==> src/rtl/wtir_pkg.sv <==
// Shared types and constants for the wavetable interpolated read block.
`timescale 1ns / 1ps

package wtir_pkg;

  localparam int SAMPLE_W    = 16;
  localparam int CFG_DATA_W  = 4;
  localparam int CFG_INDEX_W = 1;

  // configuration register indexes
  typedef enum logic [CFG_INDEX_W-1:0] {
    CFG_FRAME_SELECT = 1'b0,
    CFG_INTERP_MODE  = 1'b1
  } cfg_index_t;

  typedef enum logic {
    REQ_WRITE  = 1'b0,
    REQ_LOOKUP = 1'b1
  } req_type_t;

  typedef enum logic {
    MODE_LINEAR  = 1'b0,
    MODE_HERMITE = 1'b1
  } interp_mode_t;

  // control that travels alongside each lookup
  typedef struct packed {
    logic         valid;
    interp_mode_t mode;
  } lookup_ctrl_t;

  localparam logic signed [SAMPLE_W-1:0] SAMPLE_MAX = 16'sh7FFF;
  localparam logic signed [SAMPLE_W-1:0] SAMPLE_MIN = 16'sh8000;

endpackage

==> src/rtl/wtir_interp.sv <==
// Pipelined linear / cubic Hermite evaluation with output saturation.
`timescale 1ns / 1ps

module wtir_interp import wtir_pkg::*; #(
  parameter int FRAC_BITS = 16
) (
  input  logic                       clk,
  input  logic                       rst,
  input  logic                       advance,
  input  lookup_ctrl_t               in_ctrl,
  input  logic [FRAC_BITS-1:0]       in_u,
  input  logic signed [SAMPLE_W-1:0] v [4],
  output logic                       out_valid,
  output logic signed [SAMPLE_W-1:0] sample_out,
  output logic                       clipped
);

  localparam int D_W   = SAMPLE_W + 1;
  localparam int A2_W  = 21;
  localparam int B2_W  = 22;
  localparam int ACC_W = 23;
  localparam int SUM_W = ACC_W + FRAC_BITS + 3;

  localparam logic signed [SUM_W-1:0] HALF_F  = SUM_W'(1) <<< (FRAC_BITS - 1);
  localparam logic signed [SUM_W-1:0] HALF_F1 = SUM_W'(1) <<< FRAC_BITS;

  // stage A: slopes and Horner coefficients
  logic signed [D_W-1:0]  s0_c, s1_c, d_c, diff_c;
  logic signed [A2_W-1:0] a2_c;
  logic signed [B2_W-1:0] b2_c;

  assign s0_c   = D_W'(v[2]) - D_W'(v[0]);
  assign s1_c   = D_W'(v[3]) - D_W'(v[1]);
  assign d_c    = D_W'(v[1]) - D_W'(v[2]);
  assign diff_c = D_W'(v[2]) - D_W'(v[1]);
  assign a2_c   = A2_W'(s0_c) + (A2_W'(d_c) <<< 2) + A2_W'(s1_c);
  assign b2_c   = (B2_W'(s0_c) <<< 1) + (B2_W'(d_c) <<< 2) + (B2_W'(d_c) <<< 1)
                  + B2_W'(s1_c);

  lookup_ctrl_t                a_ctrl;
  logic [FRAC_BITS-1:0]        a_u;
  logic signed [D_W-1:0]       a_s0, a_diff;
  logic signed [SAMPLE_W-1:0]  a_v1;
  logic signed [A2_W-1:0]      a_a2;
  logic signed [B2_W-1:0]      a_b2;

  always_ff @(posedge clk) begin
    if (rst) begin
      a_ctrl.valid <= 1'b0;
    end else if (advance) begin
      a_ctrl.valid <= in_ctrl.valid;
    end
  end

  always_ff @(posedge clk) begin
    if (advance) begin
      a_ctrl.mode <= in_ctrl.mode;
      a_u         <= in_u;
      a_s0        <= s0_c;
      a_diff      <= diff_c;
      a_v1        <= v[1];
      a_a2        <= a2_c;
      a_b2        <= b2_c;
    end
  end

  // stage B: p1 (Hermite) or the final linear value, one shared multiplier
  logic signed [FRAC_BITS:0]         a_us;
  logic signed [A2_W-1:0]            mul_op_b;
  logic signed [A2_W+FRAC_BITS:0]    prod_b;
  logic signed [SUM_W-1:0]           sum_b;

  assign a_us     = $signed({1'b0, a_u});
  assign mul_op_b = (a_ctrl.mode == MODE_HERMITE) ? a_a2 : A2_W'(a_diff);
  assign prod_b   = mul_op_b * a_us;
  assign sum_b    = (a_ctrl.mode == MODE_HERMITE)
                  ? SUM_W'(prod_b) - (SUM_W'(a_b2) <<< FRAC_BITS) + HALF_F
                  : SUM_W'(prod_b) + (SUM_W'(a_v1) <<< FRAC_BITS) + HALF_F;

  lookup_ctrl_t                b_ctrl;
  logic [FRAC_BITS-1:0]        b_u;
  logic signed [D_W-1:0]       b_s0;
  logic signed [SAMPLE_W-1:0]  b_v1;
  logic signed [ACC_W-1:0]     b_acc;

  always_ff @(posedge clk) begin
    if (rst) begin
      b_ctrl.valid <= 1'b0;
    end else if (advance) begin
      b_ctrl.valid <= a_ctrl.valid;
    end
  end

  always_ff @(posedge clk) begin
    if (advance) begin
      b_ctrl.mode <= a_ctrl.mode;
      b_u         <= a_u;
      b_s0        <= a_s0;
      b_v1        <= a_v1;
      b_acc       <= ACC_W'(sum_b >>> FRAC_BITS);
    end
  end

  // stage C: p2
  logic signed [FRAC_BITS:0]        b_us;
  logic signed [ACC_W+FRAC_BITS:0]  prod_c;
  logic signed [SUM_W-1:0]          sum_c;

  assign b_us   = $signed({1'b0, b_u});
  assign prod_c = b_acc * b_us;
  assign sum_c  = SUM_W'(prod_c) + (SUM_W'(b_s0) <<< FRAC_BITS) + HALF_F;

  lookup_ctrl_t                c_ctrl;
  logic [FRAC_BITS-1:0]        c_u;
  logic signed [SAMPLE_W-1:0]  c_v1;
  logic signed [ACC_W-1:0]     c_acc;

  always_ff @(posedge clk) begin
    if (rst) begin
      c_ctrl.valid <= 1'b0;
    end else if (advance) begin
      c_ctrl.valid <= b_ctrl.valid;
    end
  end

  always_ff @(posedge clk) begin
    if (advance) begin
      c_ctrl.mode <= b_ctrl.mode;
      c_u         <= b_u;
      c_v1        <= b_v1;
      // linear results pass through unchanged
      c_acc       <= (b_ctrl.mode == MODE_HERMITE) ? ACC_W'(sum_c >>> FRAC_BITS) : b_acc;
    end
  end

  // stage D: final Hermite step, saturation, output register
  logic signed [FRAC_BITS:0]        c_us;
  logic signed [ACC_W+FRAC_BITS:0]  prod_d;
  logic signed [SUM_W-1:0]          sum_d;
  logic signed [ACC_W-1:0]          y_d;
  logic signed [SAMPLE_W-1:0]       sat_d;
  logic                             clip_d;

  assign c_us   = $signed({1'b0, c_u});
  assign prod_d = c_acc * c_us;
  assign sum_d  = SUM_W'(prod_d) + (SUM_W'(c_v1) <<< (FRAC_BITS + 1)) + HALF_F1;
  assign y_d    = (c_ctrl.mode == MODE_HERMITE) ? ACC_W'(sum_d >>> (FRAC_BITS + 1)) : c_acc;

  always_comb begin
    if (y_d > ACC_W'(SAMPLE_MAX)) begin
      sat_d  = SAMPLE_MAX;
      clip_d = 1'b1;
    end else if (y_d < ACC_W'(SAMPLE_MIN)) begin
      sat_d  = SAMPLE_MIN;
      clip_d = 1'b1;
    end else begin
      sat_d  = SAMPLE_W'(y_d);
      clip_d = 1'b0;
    end
  end

  always_ff @(posedge clk) begin
    if (rst) begin
      out_valid <= 1'b0;
    end else if (advance) begin
      out_valid <= c_ctrl.valid;
    end
  end

  always_ff @(posedge clk) begin
    if (advance) begin
      sample_out <= sat_d;
      clipped    <= clip_d;
    end
  end

endmodule

==> config.mk <==
export PLATFORM = sky130hd
export DESIGN_NAME = wtir_interp
export DESIGN_NICKNAME = d
export VERILOG_FILES = /design/src/rtl/wtir_pkg.sv /design/src/rtl/wtir_interp.sv
export SDC_FILE = /design/constraint.sdc
export NUM_CORES = 2
export LEC_CHECK = 0
export BUFFER_PORTS_ARGS = -buffer_cell sky130_fd_sc_hd__buf_2
export CAP_MARGIN = 20
export CORE_ASPECT_RATIO = 0.6
export CORE_MARGIN = 5
export CORE_UTILIZATION = 52
export DETAILED_ROUTE_END_ITERATION = 16
export PLACE_DENSITY = 0.68
export SLEW_MARGIN = 10
export SYNTH_ARGS = -nofsm -noshare
export SYNTH_HDL_FRONTEND = slang
export SYNTH_SLANG_ARGS = --single-unit
export TNS_END_PERCENT = 10
==> constraint.sdc <==
create_clock -name clk -period 12.22 [get_ports clk]
set_clock_uncertainty 0.2 [all_clocks]
set_input_delay 0.611 -clock clk [delete_from_list [all_inputs] [get_ports clk]]
set_output_delay 0.611 -clock clk [all_outputs]
set_load 0.05 [all_outputs]
==> results.json <==
{
  "setup_viol": 0,
  "seq_area_sq_um": 7770,
  "hold_class": "input port to flip-flop",
  "area_delta_synth_final_pct": 5.75,
  "drcViolationCount": 0,
  "postRouteAntennaNets": 0,
  "track_usage_pct": 26.3,
  "hold_viol_final": 0,
  "clk_pin_slew_ns": 0.07,
  "rows": 94,
  "drive_above_1_share_pct": 4.44,
  "drv_slew": 0,
  "synth_ff_type": "edfxtp_1",
  "ctsResizeCount": 0,
  "synth_cells": 6094,
  "layout_setup_ws_ns": 1.20,
  "rsz0062_at_grt": "false",
  "worst-setup-path-type": "flip-flop to flip-flop",
  "arrival_ns": 11.22,
  "syn_area_per_cell_sq_um": 9.45,
  "max_slew_margin_pct": 20.8,
  "fp.coreArea_sq_um": 110000,
  "status": "finished, final reports clean",
  "final_nets": 7843,
  "die_w_um": 440,
  "synthArstFlopShare_pct": 0,
  "grt_max_degree": 88,
  "place_congestion": 0.949,
  "synth-seq-cells": 260,
  "pin_count": 103,
  "yosysTopAreaCell": "fa_1",
  "post-route-util_pct": 55.5,
  "synth_edf_count": 256,
  "slowest_delay_ns": 0.88,
  "grt_pass1_wl_um": 240000,
  "cts_tree": "yes",
  "antenna_found_initial": 4,
  "synth-seq-area-share_pct": 13.5,
  "firstDrtPassIters": 6,
  "cp_max_fo": 21,
  "multi_input_area_sq_um": 43200,
  "worst_path_max_delay_cell": "edfxtp_1",
  "dpl_worst_slack_ns": 1.44,
  "start_util_pct": 52.5,
  "cp_common_cell": "fa_1",
  "die_h_um": 268,
  "maxCapViolations": 0,
  "max_freq_ghz": 0.0907,
  "portBuffers": 102,
  "grt_pass1_vias": 42346,
  "dp_hpwl_um": 124000,
  "syn_area_sq_um": 57600,
  "cts_made_buffers": 30,
  "nFillCells": 9613,
  "fin_crit_sh_pct": 90.2,
  "synth-warning-count": 0,
  "timing.hold.ws_ns": 0.0364,
  "cp.required_ns": 12.42,
  "tightest_slew_ns": 1.19,
  "clockRootBuffer": "clkbuf_16",
  "synth.distinct_cells": 77,
  "start_kind": "flip-flop",
  "synth_fp_nets": 7828,
  "drtIter0Drc": 3630,
  "min_period_ns": 11.02,
  "post_drt_via_cell_ratio": 5.32,
  "cts.sinks": 260,
  "clk_latency_ns": 0.65,
  "tns_ns": 0,
  "vias": 40598,
  "clock_path_buffers": 3,
  "drt_wl_total_um": 150000,
  "htreeDepth": 1,
  "wl_per_cell_um": 19.6,
  "grt_overflow": 0,
  "critPathCaptureType": "flip-flop",
  "synth.top_cell.area_share_pct": 40.2,
  "post_synth_main_area_contributors": "fa_1 40%, edfxtp_1 13%, ha_1 11%",
  "die_area_sq_um": 118000
}
[layout by cell type (no fill, tap or decap), drive strengths merged, types with 119 or more instances in the layout]
| cell type | n |
|---|---|
| buf | 145 |
| edfxtp | 256 |
| o21ai | 119 |
| a21oi | 162 |
| nand2 | 724 |
| inv | 1589 |
| nor2 | 140 |
| fa | 1156 |
| ha | 493 |
| xnor2 | 136 |
| and2 | 475 |
[per-stage QoR]
step | instances | area (sq um)
global route | 7621 | 60900
global placement | 7531 | 59500
finish | 7625 | 60900
floorplan | 6094 | 57600
detailed placement | 7531 | 59500
CTS | 7616 | 60800
[repair_timing]
action,in CTS,in global routing
buffers inserted,0,0
hold endpoints to repair,31,0
hold buffers,29,0
[critical path, delay by kind of cell (launching register included)]
kind / cells / cell delay (ns)
adder cells (fa/ha/maj): 9 / 4.02
AO/OA/AOI/OAI: 13 / 3.52
flip-flops: 1 / 0.88
AND/OR/NAND/NOR: 4 / 0.66
buffers and inverters: 5 / 0.58
multiplexers: 1 / 0.53
XOR/XNOR: 2 / 0.35
[synthesized netlist by cell type, drive strengths merged, types with 6 or more instances]
cell,count
o21a,28
clkbuf,188
o211ai,18
nand2b,31
o31ai,12
a21o,76
nand2,724
and3,24
a21boi,15
or3,17
nand4,22
o21bai,22
nor3,52
xnor2,136
and2,475
a21oi,162
o21ai,119
a211o,14
inv,1582
nor2,140
a31oi,16
mux2,40
nor2b,31
a31o,7
ha,493
or2,7
fa,1156
nand3,34
a2111oi,6
mux2i,14
xor2,64
nor4,8
a221oi,7
a211oi,20
edfxtp,256
[metal layers]
layer  wire (um)  up-vias  global-route usage (%)
li1            -    18433                       -
met1       68600    20400                    39.5
met2       62500     1599                    38.9
met3       15700      162                    7.05
met4        2800        4                    4.51
met5         113        -                   0.590
[worst paths after layout]
kind	from	end	slack, ns	cells past startpoint
worst min register to register	a_s0[14]	b_s0[14]	0.22	0
worst max-delay path	a_ctrl[0]	b_acc[22]	1.20	34
worst max register to register	a_ctrl[0]	b_acc[22]	1.20	34
worst min-delay path	v[43]	a_v1[11]	0.04	1
[area by class of cell]
type,instances,share of cell area (%)
multi-input cells,4058,70.8
flip-flops and latches,260,12.8
inverters,1583,9.75
well taps,1488,3.06
repair buffers,176,1.98
clock buffers,33,1.25
clock inverters,23,0.353
diodes,4,0.0164
[cell families (layout without fill, tap and decap cells)]
group	after synthesis	count (layout)	synth area share (%)
buf+inv	1776	1815	11.6
fa+ha+maj	1649	1649	50.9
compound gates	571	571	6.58
mux	54	54	1.03
simple gates	1584	1584	13.4
other cells	0	4	0
flops	260	260	13.5
xor+xnor	200	200	3.04
[registers in the layout, summed over array words and instances, names as in the netlist, 2 cells and up]
| register | count |
|---|---|
| a_v1 | 16 |
| c_v1 | 16 |
| a_a2 | 21 |
| b_s0 | 17 |
| a_b2 | 22 |
| c_u | 16 |
| a_diff | 17 |
| a_s0 | 17 |
| sample_out | 16 |
| c_ctrl | 2 |
| c_acc | 23 |
| b_acc | 23 |
| a_ctrl | 2 |
| b_ctrl | 2 |
| b_u | 16 |
| a_u | 16 |
| b_v1 | 16 |
Power is left out: the tool's default activity adds up to more than one toggle a clock period on the data nets, which glitch-free logic cannot reach.
